===== src/sv/ssr_pkg.sv =====
// shared types and constants for the substring replace block
// used by ssr_cell and substring_replace_core; depends on nothing
`default_nettype none

package ssr_pkg;

    // widest window the block ever keeps, and the width of a count over it
    localparam int WIN_MAX = 8;
    localparam int CNT_W   = $clog2(WIN_MAX + 1);

    // configuration register indexes
    localparam logic [1:0] CFG_TARGET_BYTES       = 2'd0;
    localparam logic [1:0] CFG_TARGET_LENGTH      = 2'd1;
    localparam logic [1:0] CFG_REPLACEMENT_BYTES  = 2'd2;
    localparam logic [1:0] CFG_REPLACEMENT_LENGTH = 2'd3;

    // output sequencer states
    typedef enum logic [1:0] {
        ST_IDLE,
        ST_REPL,
        ST_FLUSH
    } t_state;

    // control broadcast to every window cell
    typedef struct packed {
        logic             shift;   // every cell takes its right neighbor's view
        logic             append;  // the incoming byte lands at position count
        logic [CNT_W-1:0] count;   // bytes held before this transfer
    } t_cell_ctl;

endpackage

`default_nettype wire


===== src/sv/ssr_cell.sv =====
// one byte cell of the pending window chain
// depends on ssr_pkg for the cell control struct
`default_nettype none

module ssr_cell #(
    parameter int IDX = 0
) (
    input  wire logic                i_clk,
    input  wire ssr_pkg::t_cell_ctl  i_ctl,
    input  wire logic [7:0]          i_byte,
    input  wire logic [7:0]          i_nbr,
    input  wire logic [7:0]          i_tgt,
    output logic [7:0]               o_view,
    output logic                     o_eq
);
    import ssr_pkg::*;

    localparam logic [CNT_W-1:0] POS = CNT_W'(IDX);

    logic [7:0] r_byte;
    logic [7:0] n_byte;
    logic       load;

    // this cell is the append slot for the current transfer
    assign load   = i_ctl.append && (i_ctl.count == POS);
    assign o_view = load ? i_byte : r_byte;
    assign o_eq   = (o_view == i_tgt);

    // shift from the neighbor, take the new byte, or hold
    always_comb begin
        if (i_ctl.shift) begin
            n_byte = i_nbr;
        end else if (load) begin
            n_byte = i_byte;
        end else begin
            n_byte = r_byte;
        end
    end

    always_ff @(posedge i_clk) begin
        r_byte <= n_byte;
    end

endmodule

`default_nettype wire


===== config.mk =====
export PLATFORM = sky130hd
export DESIGN_NAME = ssr_cell
export DESIGN_NICKNAME = d
export VERILOG_FILES = /design/src/sv/ssr_pkg.sv /design/src/sv/ssr_cell.sv
export SDC_FILE = /design/constraint.sdc
export NUM_CORES = 1
export LEC_CHECK = 0
export BUFFER_PORTS_ARGS = -buffer_cell sky130_fd_sc_hd__buf_2
export CAP_MARGIN = 0
export CORE_MARGIN = 2
export CORE_UTILIZATION = 35
export CTS_CLUSTER_DIAMETER = 120
export DETAILED_ROUTE_END_ITERATION = 6
export PLACE_DENSITY = 0.77
export SLEW_MARGIN = 20
export SYNTH_ARGS = -nofsm -noshare
export SYNTH_HDL_FRONTEND = slang
export SYNTH_SLANG_ARGS = --single-unit

===== constraint.sdc =====
create_clock -name i_clk -period 1.41 [get_ports i_clk]
set_input_delay 0.0705 -clock i_clk [delete_from_list [all_inputs] [get_ports i_clk]]
set_output_delay 0.0705 -clock i_clk [all_outputs]
set_load 0.005 [all_outputs]

# Yosys cells after proc, flatten, opt, wreduce, memory -nomap -nowiden
# Cells that the tools add are included.
dict set report op_classes {
  n_eq_ne 1
  n_reduce_logical 2
  n_mux 2
}
# operator n
set op_table {}
lappend op_table {{2-to-1 mux 8 bit} 2}
lappend op_table {{== test 8 bit} 1}
lappend op_table {{logical NOT 4 bit} 1}
lappend op_table {{logical AND 1 bit} 1}
dict set report word_totals {
  reg_bits 8
  out_inout_bits 9
  word_cells 6
  in_bits 31
}

# Depth between registers and ports, before layout
# Gate-level depths: netlist (run 1).
dict set report depth {
  depth_word 4
  ltp_mapped 5
  mapped_depth_nobuf 5
}

# Worst setup path after synthesis (run 1)
# No wires, ideal clock.
dict set report synth_timing {
  path_kind {input-to-output}
  start {in i_ctl[1] in the netlist's numbering}
  end {out o_eq}
  t_required_ns 1.340
  stages 5
  slack_ns 0.038
  arrival_time_ns 1.302
  path_cell_list {nor4_2 > nand2_2 > mux2_4 > a222oi_1 > and4_1}
}
dict set report synth_via {
  elab_chain_len 4
}
# element line_no
set synth_lines {}
lappend synth_lines {{start, declared} ssr_cell.sv:9} ;# input wire ssr_pkg::t_cell_ctl i_ctl,
lappend synth_lines {{logical NOT 4 bit} ssr_cell.sv:25} ;# assign load = i_ctl.append && (i_ctl.count == POS);
lappend synth_lines {{logical AND 1 bit} ssr_cell.sv:25}
lappend synth_lines {{2-to-1 mux 8 bit} --}
lappend synth_lines {{via o_view[0]} ssr_cell.sv:13} ;# output logic [7:0] o_view,
lappend synth_lines {{== test 8 bit} ssr_cell.sv:27} ;# assign o_eq = (o_view == i_tgt);
lappend synth_lines {{end, declared} ssr_cell.sv:14} ;# output logic o_eq
# The timed path passes the listed nets, and every way through them passes these cells.

# Final worst setup path (run 1)
dict set report layout_timing {
  start {reg r_byte[2]}
  end {out o_eq}
}
dict set report layout_via {
  elab_chain_len 2
}
# element line_no
set layout_lines {}
lappend layout_lines {{start, declared} ssr_cell.sv:20} ;# logic [7:0] r_byte;
lappend layout_lines {{start signal, assigned} ssr_cell.sv:41} ;# r_byte <= n_byte;
lappend layout_lines {{2-to-1 mux 8 bit} --}
lappend layout_lines {{== test 8 bit} ssr_cell.sv:27}
# Every way passes these cells.

==> metrics.txt, run 1 <==
Yosys top cell by area=dfxtp_1; Final Wtd Congestion=0.823; Die H=42.5 um; most flop-heavy register=r_byte; Min-Delay Path Depth=2; grt total ovfl=0; setup slack after placement=-0.178 ns; Synth top cells by count=mux2_2, dfxtp_1, inv_1, xnor2_1, a222oi_1; share of post-route cells with drive strength above 1=67.7%; antenna-violating nets left=0; CP Max Fanout=2; Design Power=0.657 mW; port bufs=39; Area contributors post-synth=dfxtp_1, mux2_2, xnor2_1; endpoints failing hold=0; placement-stage cell area=752 um2; switching share of total power=26.9%; Max Freq=652 MHz; Synth Register Bits=8; Worst Setup Start Kind=flop; hold_ws=0.0336 ns; r2r endpoint=r_byte[0]; Ys Warns=0; worst hold endpoint=r_byte[5]; CTS sink cnt=8; Setup WS post-layout=-0.123 ns; Setup Crit Path Kind=flop to output port; hold wc startpoint=i_nbr[5]; clock power share=27.2%; Post-Synthesis Cells=49; first drt pass iteration count=4; Yosys top cell area share=30.8%; Filler cells=117; Avg Inst Size Synth=10.6 um2; fraction of registers with async set/reset=0%; min Tclk post-route=1.53 ns; Wirelength per Cell=12.8 um; hpwl dp=1150 um; CP required=1.34 ns; DRT Wirelength=1380 um; vias in the first global route=499; DRC=0; Clk pin slew, worst setup/hold paths=0.06 ns; H-Tree Depth=1; synthesis-to-finish area growth=52.3%; status=complete, but fails checks; internal power=0.480 mW; Sequential Power Share=40.3%; CTS Buf Count=3; reg2reg setup slack=0.33 ns; setup violators final=1; Final Instance Area=791 um2; register area share after synthesis=30.8%; Nets=126; Die Area=1810 um2; initial antenna violation count=0; maximum vdd drop=0.000452 V; GRT Total Usage=17.0%; core area=1350 um2; setup TNS=-0.123 ns; detailed router's first-iteration violation count=23; count leader, synth=mux2_2; biggest regs=r_byte x8; worst min path class=input pin to flop; largest net degree at the start of global routing=9; # IOs=40; Final Cycle Share=109%; RSZ-0062 raised after global routing=yes; Final Max Tran Viols=0; Sw Pwr=0.177 mW; Reg2Reg Depth=3; CTS max path bufs=2; reg2reg start=r_byte[0]; combinational power share=32.5%; synthesized area=519 um2; routed via count=543; latest clock arrival within the worst-skew pair=0.25 ns; synth unique cells=14; Max-slew headroom=77.8%; Post-CTS Setup Inserts=0; total power per unit cell area=831 nW/um2; max-cap viol count=0; Synth Net Count=80; crit path DAT=1.46 ns; final cell count without fillers=108; Die Width=42.5 um; Post-synth EDFFs=0; # diodes=0; Setup crit end kind=output port; Primary FF master, synth=dfxtp_1; starting density of the core=38.5%; Cells after DPL=105; max FFs per register=8; CTS root buf=clkbuf_4; Slew @ Worst Pin=0.333 ns; Cell Rows=13; first-pass GRT wire length=2210 um; CTS tree=done; skew final=0 ns; violated checks=setup timing; vias per inst=5.03; Static Leak=0.407 nW; fin util=58.6%
-- worst max-delay path by stage --
stage | from | endpoint | slack [ns] | cells after the start
after floorplan | i_ctl[1] | o_eq | 0.04 | 5
after global placement | i_ctl[1] | o_eq | -0.14 | 7
after detailed placement | i_ctl[1] | o_eq | -0.18 | 7
after CTS | r_byte[2] | o_eq | -0.13 | 5
after global routing | r_byte[2] | o_eq | -0.25 | 5
final | r_byte[2] | o_eq | -0.12 | 5
-- worst max-delay path, cell delays in order, from the launching register on --
cell and delay (ns):
dfxtp_2 0.32, a222oi_1 0.35, nand4_1 0.13, o21ai_1 0.10
and4_1 0.19, buf_2 0.10
-- power by group through the flow --
stage	Clock, mW	Combinational (mW)	Sequential, mW
floorplan	0	0.113	0.265
global route	0.208	0.232	0.267
CTS	0.192	0.215	0.264
detailed placement	0	0.209	0.269
global placement	0	0.205	0.268
finish	0.179	0.214	0.265
-- placed cells by master (no fill, tap or decap) --
master	instances
buf_6	1
clkbuf_4	3
inv_1	7
buf_2	38
nand4_1	2
o221a_2	1
mux2i_1	2
dfxtp_2	1
buf_4	3
nand2_2	1
mux2_2	13
mux2_4	1
xnor2_1	7
dfxtp_1	7
a222oi_1	3
o21ai_1	1
and4_1	1
nor4_4	1
-- what timing repair did --
action                     in CTS  in global routing
gates cloned                    0                  0
setup endpoints to repair       1                  1
pin swaps                       4                  0
resized for setup               3                  1
hold buffers                    0                  0
-- layer usage --
layer	GRT usage, %	vias to the layer above	share of wire (%)
li1	-	269	-
met1	17.6	250	38
met2	29.2	20	53
met3	7.76	4	7.7
met4	7.50	0	1.8
met5	0	-	0
-- cell type report --
| type | count | area [um2] | share of cell area, % |
|---|---|---|---|
| clock buffers | 3 | 22.5 | 2.85 |
| inverters | 7 | 26.3 | 3.32 |
| multi-input cells | 33 | 338 | 42.7 |
| flip-flops and latches | 8 | 161 | 20.4 |
| well taps | 15 | 18.8 | 2.37 |
| repair buffers | 42 | 224 | 28.3 |
-- logic make-up after synthesis --
group / share of synthesized area, %
buffers and inverters: 5.78
multiplexers: 34.9
flip-flops: 30.8
AND/OR/NAND/NOR: 7.71
AO/OA/AOI/OAI: 8.91
XOR/XNOR: 11.8
Power figures use the tool's default switching activity.
==> run 2: changes to the inputs <==
==> constraint.sdc (replaced) <==
create_clock -name i_clk -period 1.41 [get_ports i_clk]
set_input_delay 0.141 -clock i_clk [delete_from_list [all_inputs] [get_ports i_clk]]
set_output_delay 0.141 -clock i_clk [all_outputs]
set_load 0.005 [all_outputs]
==> run 2 against run 1 <==
  * The flow still finishes with violations (setup timing)
  * Global-route usage shrank 0.73 points
  * Design area grew 4.3%
  * Maximum frequency shrank 7.8%
  * Sequential power is essentially flat
  * Total power grew 3.6%
  * Utilization grew 2.5 points
  * Register-to-register slack gained 0.02 ns
  * First-iteration DRC count shrank 48%
  * Largest cell class unchanged
  * Highest routed layer is now met3
==> metrics.txt, run 2 (synthesis gave the netlist of run 1 again) <==
status=complete, but fails checks; violated checks=setup timing; CTS root buf=clkbuf_4; Slew @ Worst Pin=0.300 ns (-0.0325 ns); Register Area=160 um2 (-0.78%); CP required=1.27 ns (-0.07 ns); first-pass GRT wire length=2180 um (-1.3%); CP Max Fanout=6 (+4); Max Freq=601 MHz (-7.8%); biggest regs=r_byte x8; DRC=0 (unchanged); Die Width=42.5 um (unchanged); hpwl dp=1140 um (-1.3%); port bufs=39 (unchanged); Static Leak=0.427 nW (+5.0%); DRT Wirelength=1420 um (+2.8%); CTS max path bufs=2 (unchanged); Max-slew headroom=80.0% (+2.2 points); starting density of the core=38.5% (unchanged); H-Tree Depth=1 (unchanged); CTS sink cnt=8 (unchanged); Final Cycle Share=118% (+9.2 points); initial antenna violation count=0 (unchanged); CTS tree=done; Design Power=0.681 mW (+3.6%); Final Max Tran Viols=0 (unchanged); Setup crit end kind=output port; share of post-route cells with drive strength above 1=67.4% (-0.37 points); core area=1350 um2 (unchanged); routed via count=547 (+0.74%); antenna-violating nets left=0 (unchanged); Die H=42.5 um (unchanged); Filler cells=120 (+2.6%); Setup Crit Path Kind=input pin to output port; latest clock arrival within the worst-skew pair=0.26 ns (about the same); worst min path class=input pin to flop; min Tclk post-route=1.66 ns (+0.130 ns); synthesis-to-finish area growth=58.8%; total power per unit cell area=826 nW/um2 (-0.69%); Cells after DPL=106 (+0.95%); Worst Setup Start Kind=input pin; most frequent cells in the layout=buf_2, mux2_2, dfxtp_1, inv_1, xnor2_1; met3 Usage GRT=9.05% (+1.3 points); largest net degree at the start of global routing=9 (unchanged); met1 Usage GRT=15.2% (-2.4 points); CTS Buf Count=3 (unchanged); Wirelength per Cell=12.9 um (+0.88%); skew final=0 ns (unchanged); Final Wtd Congestion=0.850 (+3.2%); final cell count without fillers=110 (+1.9%); endpoints failing hold=0 (unchanged); multi-input combinational cell area=342 um2 (+1.1%); busiest grt layer=met2; crit path DAT=1.52 ns (+0.06 ns); GRT Total Usage=16.3% (-0.73 points); grt total ovfl=0 (unchanged); # IOs=40 (unchanged); Nets=128 (+1.6%); Setup WS post-layout=-0.253 ns (-0.130 ns); most common cell after layout, fill and taps aside=buf_2; detailed router's first-iteration violation count=12 (-48%); # diodes=0 (unchanged); Die Area=1810 um2 (unchanged); most flop-heavy register=r_byte; first drt pass iteration count=4 (unchanged); met2 Track Usage GR=31.4% (+2.2 points); maximum vdd drop=0.000608 V (+34%); vias in the first global route=521 (+4.4%); Cell Rows=13 (unchanged); Clk pin slew, worst setup/hold paths=0.06 ns (about the same); max-cap viol count=0 (unchanged); setup TNS=-0.567 ns (-0.444 ns); vias per inst=4.97 (-1.1%); hold_ws=0.0987 ns (+0.0651 ns); RSZ-0062 raised after global routing=yes; count of hold buffers inserted by post-cts repair=0 (unchanged); max FFs per register=8 (unchanged); setup violators final=4 (+3); setup slack after placement=-0.275 ns (-0.0979 ns)
-- run 2: cell count changes in the layout (fill, tap and decap cells not counted), sizes merged --
cell,delta
buf,+2
-- run 2: path summary, 6_finish.rpt --
kind,from,to,slack (ns),cells after the start
worst min-delay path,i_nbr[6],r_byte[6],0.1,2
worst min register to register,r_byte[4],r_byte[4],0.64,2
worst max register to register,r_byte[1],r_byte[1],0.35,3
worst max-delay path,i_ctl[2],o_eq,-0.25,7
-- run 2: layout make-up --
type | instances | share of cell area, %
clock buffers | 3 | 2.73
inverters | 7 | 3.19
multi-input cells | 33 | 41.4
flip-flops and latches | 8 | 19.4
well taps | 15 | 2.28
repair buffers | 44 | 31.0
-- run 2: critical path, cell delays in order --
cell      delay (ns)
buf_6           0.09
nor4_4          0.26
nand2_2         0.16
mux2_4          0.33
a222oi_1        0.20
and4_1          0.22
buf_2           0.11
-- run 2: per-stage QoR --
stage	cell area, um2	util (%)
final	825	61.1
after global routing	825	61.1
after CTS	836	61.9
after detailed placement	768	56.9
after global placement	768	56.9
after floorplan	528	-
-- run 2: what timing repair did --
| item | 4_1_cts | 5_1_grt |
|---|---|---|
| pin swaps | 3 | 2 |
| buffers inserted | 2 | 1 |
| gates resized for setup | 6 | 1 |
| setup endpoints to repair | 6 | 7 |
-- run 2: layer usage --
layer | part of all wire, % | wire length, um
met5 | 0 | 0
met1 | 39 | 557
met4 | 0 | 0
met2 | 53 | 753
met3 | 7.6 | 108
-- run 2: power breakdown --
part	internal (mW)	switching, mW
combinational	0.143	0.0848
sequential	0.252	0.0133
clock	0.0981	0.0892
==> run 3: changes to the inputs <==
- CORE_MARGIN: 2 -> unset
- SLEW_MARGIN: 20 -> unset
==> run 3 against run 2 <==
  * The flow still finishes with violations (setup timing)
  * Cell count grew 6.4%
  * Die area shrank 9.2%
  * Hold slack gained 0.0084 ns
  * Flip-flop and latch count is the same
  * Utilization grew 5.3 points
  * First-iteration DRC count grew 50%
  * Total power grew 2.1%
  * Via count grew 15%
  * Clock skew is the same
  * Combinational power grew 11%
  * Count of clock-buffer cells in the layout is the same
  * Critical endpoint unchanged
  * Largest cell class unchanged
==> metrics.txt, run 3 (synthesis gave the netlist of run 1 again) <==
status=complete, but fails checks; violated checks=setup timing; starting density of the core=38.9% (+0.47 points); max FFs per register=8 (unchanged); first-pass GRT wire length=2060 um (-5.4%); latest clock arrival within the worst-skew pair=0.25 ns (about the same); Filler cells=110 (-8.3%); Die Width=40.5 um (-4.7%); Final Wtd Congestion=0.733 (-14%); crit path DAT=1.56 ns (+0.04 ns); reg2reg start=r_byte[0]; Static Leak=0.468 nW (+9.7%); crit path from=i_ctl[0]; Final Instance Area=886 um2 (+7.4%); most flop-heavy register=r_byte; antenna-violating nets left=0 (unchanged); most common cell after layout, fill and taps aside=buf_2; first drt pass iteration count=7 (+3); skew final=0 ns (unchanged); # diodes=0 (unchanged); placement-stage cell area=791 um2 (+2.9%); endpoints failing hold=0 (unchanged); Max-slew headroom=74.0% (-6.0 points); min Tclk post-route=1.70 ns (+0.0365 ns); biggest regs=r_byte x8; max-cap viol count=0 (unchanged); H-Tree Depth=1 (unchanged); setup violators final=8 (+4); port bufs=39 (unchanged); largest net degree at the start of global routing=9 (unchanged); vias in the first global route=531 (+1.9%); met3 Usage GRT=7.78% (-1.3 points); CTS tree=done; RSZ-0062 raised after global routing=yes; met2 Track Usage GR=36.9% (+5.5 points); Worst Setup Start Kind=input pin; CP Max Fanout=7 (+1); hold_ws=0.107 ns (+0.00844 ns); maximum vdd drop=0.000627 V (+3.2%); Setup Crit Path Kind=input pin to output port; GRT Total Usage=20.4% (+4.1 points); Wirelength per Cell=14.5 um (+12%); hpwl dp=1220 um (+6.9%); detailed router's first-iteration violation count=18 (+6); # IOs=40 (unchanged); DRC=0 (unchanged); Setup crit end kind=output port; routed via count=628 (+15%); Setup WS post-layout=-0.289 ns (-0.0365 ns); Nets=135 (+5.5%); Die H=40.5 um (-4.7%); core area=1330 um2 (-1.2%); synthesis-to-finish area growth=70.6%; worst min path class=input pin to flop; vias per inst=5.37 (+7.9%); CTS root buf=clkbuf_4; Cell Rows=13 (unchanged); fin util=66.4% (+5.3 points); Clk pin slew, worst setup/hold paths=0.06 ns (about the same); Design Power=0.695 mW (+2.1%); most frequent cells in the layout=buf_2, mux2_2, buf_4, dfxtp_1; share of post-route cells with drive strength above 1=69.6% (+2.2 points); met1 Usage GRT=18.2% (+3.0 points); total power per unit cell area=785 nW/um2 (-5.0%); Slew @ Worst Pin=0.390 ns (+0.0893 ns); grt total ovfl=0 (unchanged); CP required=1.27 ns (about the same); setup slack after placement=-0.375 ns (-0.0997 ns); busiest grt layer=met2; initial antenna violation count=0 (unchanged); Final Cycle Share=121% (+2.6 points); DRT Wirelength=1690 um (+19%); CTS sink cnt=8 (unchanged); Die Area=1640 um2 (-9.2%); CTS max path bufs=2 (unchanged); hold wc startpoint=i_nbr[3]; Final Max Tran Viols=0 (unchanged); Max Freq=588 MHz (-2.1%); CTS Buf Count=3 (unchanged)
run 3: final timing paths:
kind                            slack [ns]        end  cells after the start
worst max-delay path                 -0.29       o_eq                      7
worst min-delay path                  0.11  r_byte[3]                      2
worst max register to register        0.10  r_byte[0]                      5
worst min register to register        0.64  r_byte[5]                      2
run 3: cell type report:
class / instances / area (um2) / area share (%)
clock buffer: 3 / 22.5 / 2.54
sequential: 8 / 160 / 18.1
inverter: 7 / 26.3 / 2.97
tap: 15 / 18.8 / 2.12
multi-input combinational: 33 / 347 / 39.1
timing repair buffer: 51 / 312 / 35.2
run 3: per-stage QoR:
stage	std cells	setup TNS [ns]
after floorplan	49	-0.0588
after global placement	109	-1.06
after detailed placement	109	-1.71
after CTS	115	-0.683
after global routing	117	-1.53
final	117	-1.14
run 3: power breakdown:
group	leakage, nW	total (mW)	internal, mW	switching (mW)
logic	0.387	0.253	0.155	0.0976
clock network	0.0138	0.175	0.0973	0.0773
registers	0.0675	0.268	0.252	0.0151
run 3: repair_timing:
item,4_1_cts,5_1_grt
pin swaps,4,4
endpoints found under the setup margin,7,8
gates resized for setup,3,4
hold buffers,0,0
setup buffers,3,3
run 3: critical path: stages:
cell      delay, ns
buf_6          0.10
nor4_4         0.30
nand2_4        0.14
mux2_4         0.32
a222oi_1       0.20
and4_1         0.24
buf_2          0.12
run 3: routing by layer:
metal / part of all wire, % / up-vias
met3: 6.0 / 9
met5: 0 / -
met4: 3.6 / 0
met1: 35 / 297
met2: 55 / 28
li1: - / 294
